$ cat src/hw/rtl/hdlc_bit_stuffing_serializer_defines.svh
// Assertion macros used by the HDLC bit-stuffing serializer back end.
`ifndef HDLC_BIT_STUFFING_SERIALIZER_DEFINES_SVH
`define HDLC_BIT_STUFFING_SERIALIZER_DEFINES_SVH

// Expression must hold at every clock edge out of reset.
`define HBS_ASSERT_ALWAYS(lbl, expr, msg) \
    lbl: assert property (@(posedge clk) disable iff (!rst_n) (expr)) else $error(msg);

// Antecedent in one cycle implies consequent in the next cycle.
`define HBS_ASSERT_NEXT(lbl, ante, cons, msg) \
    lbl: assert property (@(posedge clk) disable iff (!rst_n) (ante) |=> (cons)) else $error(msg);

`endif

$ cat src/hw/rtl/hbs_pkg.sv
// Shared types and constants for the HDLC bit-stuffing serializer.
package hbs_pkg;

    // Input kind codes on the item channel
    localparam logic [1:0] KIND_DATA  = 2'd0;
    localparam logic [1:0] KIND_START = 2'd1;
    localparam logic [1:0] KIND_END   = 2'd2;

    // Decoded operation held in the queue
    typedef enum logic [1:0] {
        OP_DATA,
        OP_START,
        OP_END
    } op_t;

    typedef struct packed {
        op_t        op;
        logic [7:0] data;
    } item_t;

    // Flag levels, bit i is sent i-th
    localparam logic [7:0] FLAG_PATTERN    = 8'b0111_1110;
    localparam logic [2:0] STUFF_LIMIT     = 3'd5;
    localparam logic [5:0] RUN_MAX         = 6'd63;
    localparam logic [5:0] ABORT_RUN_RESET = 6'd15;
    localparam int         FIFO_DEPTH      = 2;

endpackage

$ cat src/hw/rtl/hbs_front.sv
// Input stage: takes item transfers, decodes the kind and drops unused codes.
module hbs_front
    import hbs_pkg::*;
(
    input  logic        clk,
    input  logic        rst_n,
    input  logic        in_valid,
    output logic        in_stall,
    input  logic [1:0]  kind,
    input  logic [7:0]  data_byte,
    output logic        push_valid,
    output item_t       push_item,
    input  logic        push_ready
);

    logic  f_valid_reg;
    logic  f_valid_next;
    item_t f_item_reg;
    item_t f_item_next;
    logic  take;
    logic  keep;
    op_t   dec_op;

    // Hold off only when a decoded item cannot move on
    assign in_stall   = f_valid_reg && !push_ready;
    assign take       = in_valid && !in_stall;
    assign push_valid = f_valid_reg;
    assign push_item  = f_item_reg;

    // Kind decode; the unused code is accepted and dropped
    always_comb
    begin
        keep   = 1'b1;
        dec_op = OP_DATA;
        case (kind)
            KIND_DATA:  dec_op = OP_DATA;
            KIND_START: dec_op = OP_START;
            KIND_END:   dec_op = OP_END;
            default:    keep   = 1'b0;
        endcase
    end

    always_comb
    begin
        f_valid_next = f_valid_reg;
        f_item_next  = f_item_reg;
        if (take)
        begin
            f_valid_next = keep;
            f_item_next  = '{op: dec_op, data: data_byte};
        end
        else if (push_ready)
        begin
            f_valid_next = 1'b0;
        end
    end

    always_ff @(posedge clk or negedge rst_n)
    begin
        if (!rst_n)
        begin
            f_valid_reg <= 1'b0;
        end
        else
        begin
            f_valid_reg <= f_valid_next;
        end
    end

    always_ff @(posedge clk)
    begin
        f_item_reg <= f_item_next;
    end

endmodule

$ cat src/hw/rtl/hbs_fifo.sv
// Short item queue between the decode stage and the serializer.
module hbs_fifo
    import hbs_pkg::*;
#(
    parameter int DEPTH = FIFO_DEPTH
)
(
    input  logic  clk,
    input  logic  rst_n,
    input  logic  push_valid,
    input  item_t push_item,
    output logic  push_ready,
    output logic  head_valid,
    output item_t head_item,
    input  logic  pop
);

    localparam int AW = (DEPTH > 1) ? $clog2(DEPTH) : 1;
    localparam int CW = $clog2(DEPTH + 1);

    item_t           slot_reg [DEPTH];
    logic [AW-1:0]   wr_ptr_reg;
    logic [AW-1:0]   wr_ptr_next;
    logic [AW-1:0]   rd_ptr_reg;
    logic [AW-1:0]   rd_ptr_next;
    logic [CW-1:0]   count_reg;
    logic [CW-1:0]   count_next;
    logic            do_push;
    logic            do_pop;

    assign push_ready = (count_reg != CW'(DEPTH));
    assign head_valid = (count_reg != '0);
    assign head_item  = slot_reg[rd_ptr_reg];
    assign do_push    = push_valid && push_ready;
    assign do_pop     = pop && head_valid;

    // Pointer wrap and occupancy
    always_comb
    begin
        wr_ptr_next = wr_ptr_reg;
        rd_ptr_next = rd_ptr_reg;
        count_next  = count_reg;
        if (do_push)
        begin
            wr_ptr_next = (wr_ptr_reg == AW'(DEPTH - 1)) ? '0 : wr_ptr_reg + 1'b1;
        end
        if (do_pop)
        begin
            rd_ptr_next = (rd_ptr_reg == AW'(DEPTH - 1)) ? '0 : rd_ptr_reg + 1'b1;
        end
        if (do_push && !do_pop)
        begin
            count_next = count_reg + 1'b1;
        end
        else if (do_pop && !do_push)
        begin
            count_next = count_reg - 1'b1;
        end
    end

    always_ff @(posedge clk or negedge rst_n)
    begin
        if (!rst_n)
        begin
            wr_ptr_reg <= '0;
            rd_ptr_reg <= '0;
            count_reg  <= '0;
        end
        else
        begin
            wr_ptr_reg <= wr_ptr_next;
            rd_ptr_reg <= rd_ptr_next;
            count_reg  <= count_next;
        end
    end

    // Storage write
    always_ff @(posedge clk)
    begin
        if (do_push)
        begin
            slot_reg[wr_ptr_reg] <= push_item;
        end
    end

endmodule

$ cat src/hw/rtl/hbs_back.sv
// Serializer: flags, bit stuffing, abort; one bit per unstalled cycle
module hbs_back
    import hbs_pkg::*;
(
    input  logic       clk,
    input  logic       rst_n,
    input  logic [5:0] abort_run,
    input  logic       head_valid,
    input  item_t      head_item,
    output logic       pop,
    output logic       out_valid,
    input  logic       out_stall,
    output logic       line_level,
    output logic       is_flag,
    output logic       is_stuffed,
    output logic       status,
    output logic       last
);

`include "hdlc_bit_stuffing_serializer_defines.svh"

    logic [2:0] pos_reg;
    logic [2:0] pos_next;
    logic [2:0] stuff_run_reg;
    logic [2:0] stuff_run_next;
    logic [5:0] ones_reg;
    logic [5:0] ones_next;
    logic       aborted_reg;
    logic       aborted_next;
    logic       pending_reg;
    logic       pending_next;

    logic       out_valid_reg;
    logic       out_valid_next;
    logic       level_reg;
    logic       flag_reg;
    logic       stuffed_reg;
    logic       status_reg;
    logic       last_reg;

    logic       emit_ok;
    logic       emit;
    logic       e_level;
    logic       e_flag;
    logic       e_stuffed;
    logic       e_status;
    logic       e_last;
    logic       cur_bit;
    logic [2:0] sr_inc;
    logic [5:0] ones_inc;
    logic       end_of_item;

    assign emit_ok  = !out_valid_reg || !out_stall;
    assign cur_bit  = head_item.data[pos_reg];
    assign sr_inc   = stuff_run_reg + 1'b1;
    assign ones_inc = (ones_reg == RUN_MAX) ? RUN_MAX : ones_reg + 1'b1;

    // Bit generation for the item at the queue head
    always_comb
    begin
        pos_next       = pos_reg;
        stuff_run_next = stuff_run_reg;
        ones_next      = ones_reg;
        aborted_next   = aborted_reg;
        pending_next   = pending_reg;
        pop            = 1'b0;
        emit           = 1'b0;
        e_level        = 1'b0;
        e_flag         = 1'b0;
        e_stuffed      = 1'b0;
        e_status       = 1'b0;
        e_last         = 1'b0;
        end_of_item    = 1'b0;
        if (head_valid)
        begin
            if (head_item.op != OP_START && aborted_reg)
            begin
                // aborted frame: data and end give nothing
                pop = 1'b1;
            end
            else if (emit_ok)
            begin
                emit = 1'b1;
                if (head_item.op != OP_DATA)
                begin
                    e_level = FLAG_PATTERN[pos_reg];
                    e_flag  = 1'b1;
                    if (pos_reg == 3'd7)
                    begin
                        end_of_item    = 1'b1;
                        stuff_run_next = '0;
                        ones_next      = '0;
                        if (head_item.op == OP_START)
                        begin
                            aborted_next = 1'b0;
                        end
                    end
                end
                else if (pending_reg)
                begin
                    // inserted zero; abort check of the preceding one
                    e_stuffed    = 1'b1;
                    pending_next = 1'b0;
                    if (ones_reg >= abort_run)
                    begin
                        e_status     = 1'b1;
                        end_of_item  = 1'b1;
                        aborted_next = 1'b1;
                    end
                    else if (pos_reg == 3'd7)
                    begin
                        end_of_item = 1'b1;
                    end
                end
                else
                begin
                    e_level = cur_bit;
                    if (cur_bit)
                    begin
                        ones_next = ones_inc;
                        if (sr_inc >= STUFF_LIMIT)
                        begin
                            // zero goes out as the next line bit, run restarts
                            pending_next   = 1'b1;
                            stuff_run_next = '0;
                        end
                        else
                        begin
                            stuff_run_next = sr_inc;
                            if (ones_inc >= abort_run)
                            begin
                                e_status     = 1'b1;
                                end_of_item  = 1'b1;
                                aborted_next = 1'b1;
                            end
                            else if (pos_reg == 3'd7)
                            begin
                                end_of_item = 1'b1;
                            end
                        end
                    end
                    else
                    begin
                        stuff_run_next = '0;
                        ones_next      = '0;
                        if (pos_reg == 3'd7)
                        begin
                            end_of_item = 1'b1;
                        end
                    end
                end

                e_last = end_of_item;
                if (end_of_item)
                begin
                    pop      = 1'b1;
                    pos_next = '0;
                end
                else if (!pending_next)
                begin
                    pos_next = pos_reg + 1'b1;
                end
            end
        end
    end

    // Output register
    always_comb
    begin
        out_valid_next = out_valid_reg;
        if (emit)
        begin
            out_valid_next = 1'b1;
        end
        else if (!out_stall)
        begin
            out_valid_next = 1'b0;
        end
    end

    always_ff @(posedge clk or negedge rst_n)
    begin
        if (!rst_n)
        begin
            pos_reg       <= '0;
            stuff_run_reg <= '0;
            ones_reg      <= '0;
            aborted_reg   <= 1'b0;
            pending_reg   <= 1'b0;
            out_valid_reg <= 1'b0;
        end
        else
        begin
            pos_reg       <= pos_next;
            stuff_run_reg <= stuff_run_next;
            ones_reg      <= ones_next;
            aborted_reg   <= aborted_next;
            pending_reg   <= pending_next;
            out_valid_reg <= out_valid_next;
        end
    end

    always_ff @(posedge clk)
    begin
        if (emit)
        begin
            level_reg   <= e_level;
            flag_reg    <= e_flag;
            stuffed_reg <= e_stuffed;
            status_reg  <= e_status;
            last_reg    <= e_last;
        end
    end

    assign out_valid  = out_valid_reg;
    assign line_level = level_reg;
    assign is_flag    = flag_reg;
    assign is_stuffed = stuffed_reg;
    assign status     = status_reg;
    assign last       = last_reg;

    // Checks
    `HBS_ASSERT_ALWAYS(a_stuff_run_range, stuff_run_reg < STUFF_LIMIT, "stuff run overflow")
    `HBS_ASSERT_ALWAYS(a_stuffed_is_zero, !(out_valid_reg && stuffed_reg && level_reg), "stuffed one")
    `HBS_ASSERT_ALWAYS(a_status_ends_item, !(out_valid_reg && status_reg && !last_reg), "abort not last")
    `HBS_ASSERT_NEXT(a_pending_stuff, pending_reg, out_valid_reg || pending_reg, "stuff lost")
    `HBS_ASSERT_ALWAYS(a_pending_data, !pending_reg || (head_valid && head_item.op == OP_DATA), "stuff no data")

endmodule

$ cat src/hw/rtl/hdlc_bit_stuffing_serializer.sv
// Path: input register, queue, output register. Throughput: one line bit per cycle while
// the queue has an item and out_stall is low; a flag gives 8 bits, a data byte 8 plus one
// per stuffed zero (up to 10, fewer when it aborts), a data or end item in an aborted frame
// none; an unused kind is dropped at the input and costs no bit time.
// Reset: abort_run returns to 15, runs and the abort mark clear, queue empties.
// Configuration writes are taken in every cycle.
module hdlc_bit_stuffing_serializer
    import hbs_pkg::*;
#(
    parameter int FIFO_DEPTH_P = FIFO_DEPTH
)
(
    input  logic       clk,
    input  logic       rst_n,
    input  logic       in_valid,
    output logic       in_stall,
    input  logic [1:0] kind,
    input  logic [7:0] data_byte,
    output logic       out_valid,
    input  logic       out_stall,
    output logic       line_level,
    output logic       is_flag,
    output logic       is_stuffed,
    output logic       status,
    output logic       last,
    input  logic       cfg_valid,
    output logic       cfg_ready,
    input  logic [5:0] cfg_data
);

    logic [5:0] abort_run_reg;
    logic [5:0] abort_run_next;
    logic       push_valid;
    item_t      push_item;
    logic       push_ready;
    logic       head_valid;
    item_t      head_item;
    logic       pop;

    // Abort run register
    assign cfg_ready = 1'b1;

    always_comb
    begin
        abort_run_next = abort_run_reg;
        if (cfg_valid && cfg_ready)
        begin
            abort_run_next = cfg_data;
        end
    end

    always_ff @(posedge clk or negedge rst_n)
    begin
        if (!rst_n)
        begin
            abort_run_reg <= ABORT_RUN_RESET;
        end
        else
        begin
            abort_run_reg <= abort_run_next;
        end
    end

    hbs_front u_front (
        .clk        (clk),
        .rst_n      (rst_n),
        .in_valid   (in_valid),
        .in_stall   (in_stall),
        .kind       (kind),
        .data_byte  (data_byte),
        .push_valid (push_valid),
        .push_item  (push_item),
        .push_ready (push_ready)
    );

    hbs_fifo #(
        .DEPTH (FIFO_DEPTH_P)
    ) u_fifo (
        .clk        (clk),
        .rst_n      (rst_n),
        .push_valid (push_valid),
        .push_item  (push_item),
        .push_ready (push_ready),
        .head_valid (head_valid),
        .head_item  (head_item),
        .pop        (pop)
    );

    hbs_back u_back (
        .clk        (clk),
        .rst_n      (rst_n),
        .abort_run  (abort_run_reg),
        .head_valid (head_valid),
        .head_item  (head_item),
        .pop        (pop),
        .out_valid  (out_valid),
        .out_stall  (out_stall),
        .line_level (line_level),
        .is_flag    (is_flag),
        .is_stuffed (is_stuffed),
        .status     (status),
        .last       (last)
    );

endmodule

$ cat config.mk
export PLATFORM = sky130hd
export DESIGN_NAME = hdlc_bit_stuffing_serializer
export DESIGN_NICKNAME = d
export VERILOG_FILES = /design/src/hw/rtl/hbs_pkg.sv /design/src/hw/rtl/hbs_front.sv /design/src/hw/rtl/hbs_fifo.sv /design/src/hw/rtl/hbs_back.sv /design/src/hw/rtl/hdlc_bit_stuffing_serializer.sv
export VERILOG_INCLUDE_DIRS = /design/src /design/src/hw/rtl
export SDC_FILE = /design/constraint.sdc
export NUM_CORES = 1
export LEC_CHECK = 0
export BUFFER_PORTS_ARGS = -buffer_cell sky130_fd_sc_hd__buf_2
export CAP_MARGIN = 20
export CORE_MARGIN = 2
export CORE_UTILIZATION = 53
export CTS_BUF_LIST = sky130_fd_sc_hd__clkbuf_8 sky130_fd_sc_hd__clkbuf_16
export CTS_CLUSTER_SIZE = 16
export DETAILED_ROUTE_END_ITERATION = 10
export PLACE_DENSITY_LB_ADDON = 0.12
export SETUP_SLACK_MARGIN = 0.02
export SKIP_CTS_REPAIR_TIMING = 1
export SYNTH_ARGS = -nofsm -noshare
export SYNTH_HDL_FRONTEND = slang
export SYNTH_HIERARCHICAL = 1
export SYNTH_SLANG_ARGS = --single-unit
$ cat constraint.sdc
create_clock -name clk -period 3 [get_ports clk]
set_clock_uncertainty 0.05 [all_clocks]
set_input_delay 0.3 -clock clk [delete_from_list [all_inputs] [get_ports clk]]
set_output_delay 0.3 -clock clk [all_outputs]
set_load 0.1 [all_outputs]
==> results.cfg <==
[status]
status = finished with violations
violations = setup timing

[cells_and_area]
drive_above_1_share = 0.356
antenna_cells = 0
syn_to_final_growth_pct = 14.9
utilization = 0.627
largest_reg_flops = 20
final_cells = 370
final_common_cell = edfxtp_1
final_cell_mix = edfxtp_1 (35), buf_2 (27), dfrtp_1 (22), inv_1 (20), ha_1 (17)
fin_nets = 331

[die]
dieArea_sq_um = 6740
die_w_um = 82.1
fp.dieH_um = 82.1
pin_count = 29
core_sq_um = 5920
row_count = 28
start_util = 0.546

[yosys]
synth_cells = 246
ys_seq_elements = 61
synth_edf_count = 35
async_reset_ff_frac = 0.426
synth.distinct_cells = 61
ys.flop_type = edfxtp_1
ys_seq_area_frac = 0.528
syn_nets = 287
syn-cell-area_sq_um = 3230
synth_warnings = 6
avgSynthCellArea_sq_um = 13.1

[setup_path]
crit_path_max_incr_delay_ns = 0.38
crit_buf_inv = 0
slowest_stage = a2111oi_4
crit_fanout = 5
cp_top_family = compound AO/OA/AOI/OAI gates
cp_common_cell = ha_4
arrival_ns = 3.26
worstSetupEndpointType = flop
critPathKind = flop to flop
crit_chain = ha_2 -> and2_4 -> nand4_1 -> nand2_2 -> ha_4 -> a211o_1 -> a21oi_2 -> o21ai_2 -> a2111oi_4 -> o32ai_2 -> nand2_4 -> ha_4 -> xor2_2 -> nor2_1 -> xor2_1
start_kind = flop
cp.required_ns = 3.17

[hold_path]
hp-class = input port to flop

[global_routing]
use_met2 = 0.288
grt.total_usage = 0.191
gr-total-overflow = 0
grt_util_met3 = 0.0330
grt_pass1_vias = 2013
grt_max_degree = 27
gr-usage-met1 = 0.266
grt_pass1_wl_um = 9340
antenna_found_initial = 0
busiest_layer = met2

[power_and_ir_drop]
total_power_mw = 3.70
swShare = 0.422
p_sw_mw = 1.56
p_int_mw = 2.14
pwr_density_cell_nw_per_um2 = 997
power_frac_clock = 0.169
ir_worst_vdd_mv = 0.739
power_leakage_nw = 1.66
p_comb_frac = 0.476
seqPwrFrac = 0.354

[timing]
setup_violations = 1
fin_crit_sh = 1.03
tns_ns = -0.0944
rsz0062_at_grt = yes
worst_slack_ns = -0.0944
worst_pin_slew_ns = 0.940
fin_crit_ns = 3.09
hold_viol = 0
relSlewSlack = 0.371
timing.fmax_mhz = 323
slew_violations = 0

[detailed_routing]
ant_nets = 0
firstDrtPassIters = 4
avgRoutedWirePerCell_um = 15.1
drt_iter0_drc = 152
post-route-drc-count = 0
dr_total_vias = 2039
routed_wl_um = 5600
avgViaCountPerCell = 5.51

[clock_network]
cts_htree_levels = 3
clk_pin_slew_worst_paths_ns = 0.07
cts-buffers-inserted = 9
clock_latency_ns = 0.34
clockBufferDepth = 2
cts_root_buf = clkbuf_8
cts_tree = yes
clkSinkCount = 61

[placement]
dp_slack_ns = -0.116
dp_hpwl_um = 4070
port_buffers = 27
dp.cells = 353
gp_congestion = 0.829

[run]
drv_cap = 0
[worst paths after layout]
check	end	depth (start not counted)	slack [ns]	from
min	u_front/push_item[2]$_DFFE_PP_	1	0.08	data_byte[2]
max in group asynchronous	u_fifo/wr_ptr_reg$_DFFE_PN0P_	2	2.06	rst_n
min reg2reg	u_fifo/slot_reg[1][2]$_DFFE_PP_	0	0.40	u_front/push_item[2]$_DFFE_PP_
min in group asynchronous	u_back/stuff_run_reg[1]$_DFFE_PN0P_	2	0.45	rst_n
max	u_fifo/count_reg[1]$_DFFE_PN0P_	15	-0.09	u_back/ones_reg[0]$_DFFE_PN0P_
max reg2reg	u_fifo/count_reg[1]$_DFFE_PN0P_	15	-0.09	u_back/ones_reg[0]$_DFFE_PN0P_
[layer usage]
metal | part of all wire | routed length (um) | vias up
li1 | - | - | 989
met1 | 0.48 | 2690 | 993
met2 | 0.46 | 2560 | 46
met3 | 0.043 | 241 | 11
met4 | 0.021 | 119 | 0
met5 | 0 | 0 | -
[stage by stage]
| step | area, sq um | hold slack, ns |
|---|---|---|
| final | 3710 | 0.0830 |
| after global routing | 3710 | 0.0696 |
| after CTS | 3660 | -0.0816 |
| after detailed placement | 3490 | 0.290 |
| after global placement | 3490 | 0.291 |
| after floorplan | 3240 | -0.0456 |
[kinds of logic (layout without fill, tap and decap cells)]
| kind of cell | after synthesis | in the layout | share of synthesized area |
|---|---|---|---|
| DFF | 61 | 61 | 0.528 |
| and+or+nand+nor | 61 | 61 | 0.116 |
| AOI/OAI and AO/OA | 46 | 46 | 0.126 |
| buffers and inverters | 25 | 74 | 0.0383 |
| muxes | 24 | 24 | 0.0910 |
| adders and majority gates | 20 | 20 | 0.0775 |
| xor gates and xnor gates | 8 | 8 | 0.0217 |
| other | 1 | 1 | 0.00116 |
[power groups by stage]
stage | sequential, mW | clock, mW | combinational, mW
2_1_floorplan | 1.57 | 0 | 1.12
3_3_place_gp | 1.31 | 0 | 1.70
3_5_place_dp | 1.33 | 0 | 1.72
4_1_cts | 1.31 | 0.646 | 1.73
5_1_grt | 1.34 | 0.683 | 1.94
6_report | 1.31 | 0.627 | 1.76
[area by class of cell]
| type | count | area, sq um |
|---|---|---|
| Clock buffer | 9 | 124 |
| Clock inverter | 7 | 42.5 |
| Fill cell | 479 | 2210 |
| Inverter | 20 | 75.1 |
| Multi-Input combinational cell | 160 | 1450 |
| Sequential cell | 61 | 1710 |
| Tap cell | 75 | 93.8 |
| Timing Repair Buffer | 38 | 220 |
[worst register-to-register path, cell delays in order (launching register included)]
cell       delay, ns
dfrtp_1         0.35
ha_2            0.18
and2_4          0.16
nand4_1         0.22
nand2_2         0.18
ha_4            0.21
a211o_1         0.27
a21oi_2         0.15
o21ai_2         0.09
a2111oi_4       0.38
o32ai_2         0.16
nand2_4         0.11
ha_4            0.13
xor2_2          0.13
nor2_1          0.07
xor2_1          0.13
[cell usage after synthesis, types with 2 or more instances]
library cell / count / share of area
edfxtp_1: 35 / 0.33
dfrtp_1: 22 / 0.17
ha_1: 20 / 0.077
inv_1: 19 / 0.022
nand2_1: 13 / 0.015
mux2_2: 11 / 0.038
nor2_1: 10 / 0.012
a22o_1: 8 / 0.022
a21o_1: 6 / 0.014
a21oi_1: 6 / 0.0093
mux2_4: 6 / 0.028
nand2b_1: 6 / 0.012
o21ai_0: 5 / 0.0077
dfstp_2: 4 / 0.033
nor2b_1: 4 / 0.0077
xnor2_1: 4 / 0.011
xor2_1: 4 / 0.011
and2b_1: 3 / 0.0070
buf_6: 3 / 0.010
mux2i_1: 3 / 0.0093
o41a_1: 3 / 0.010
a22oi_4: 2 / 0.013
a31oi_1: 2 / 0.0039
and2_1: 2 / 0.0039
buf_4: 2 / 0.0046
mux2_1: 2 / 0.0070
mux2i_2: 2 / 0.0085
nand2_2: 2 / 0.0039
nand3_1: 2 / 0.0031
nand4_1: 2 / 0.0039
nor3_1: 2 / 0.0031
o41ai_1: 2 / 0.0054
No activity file was read; power rests on OpenSTA's default activity.
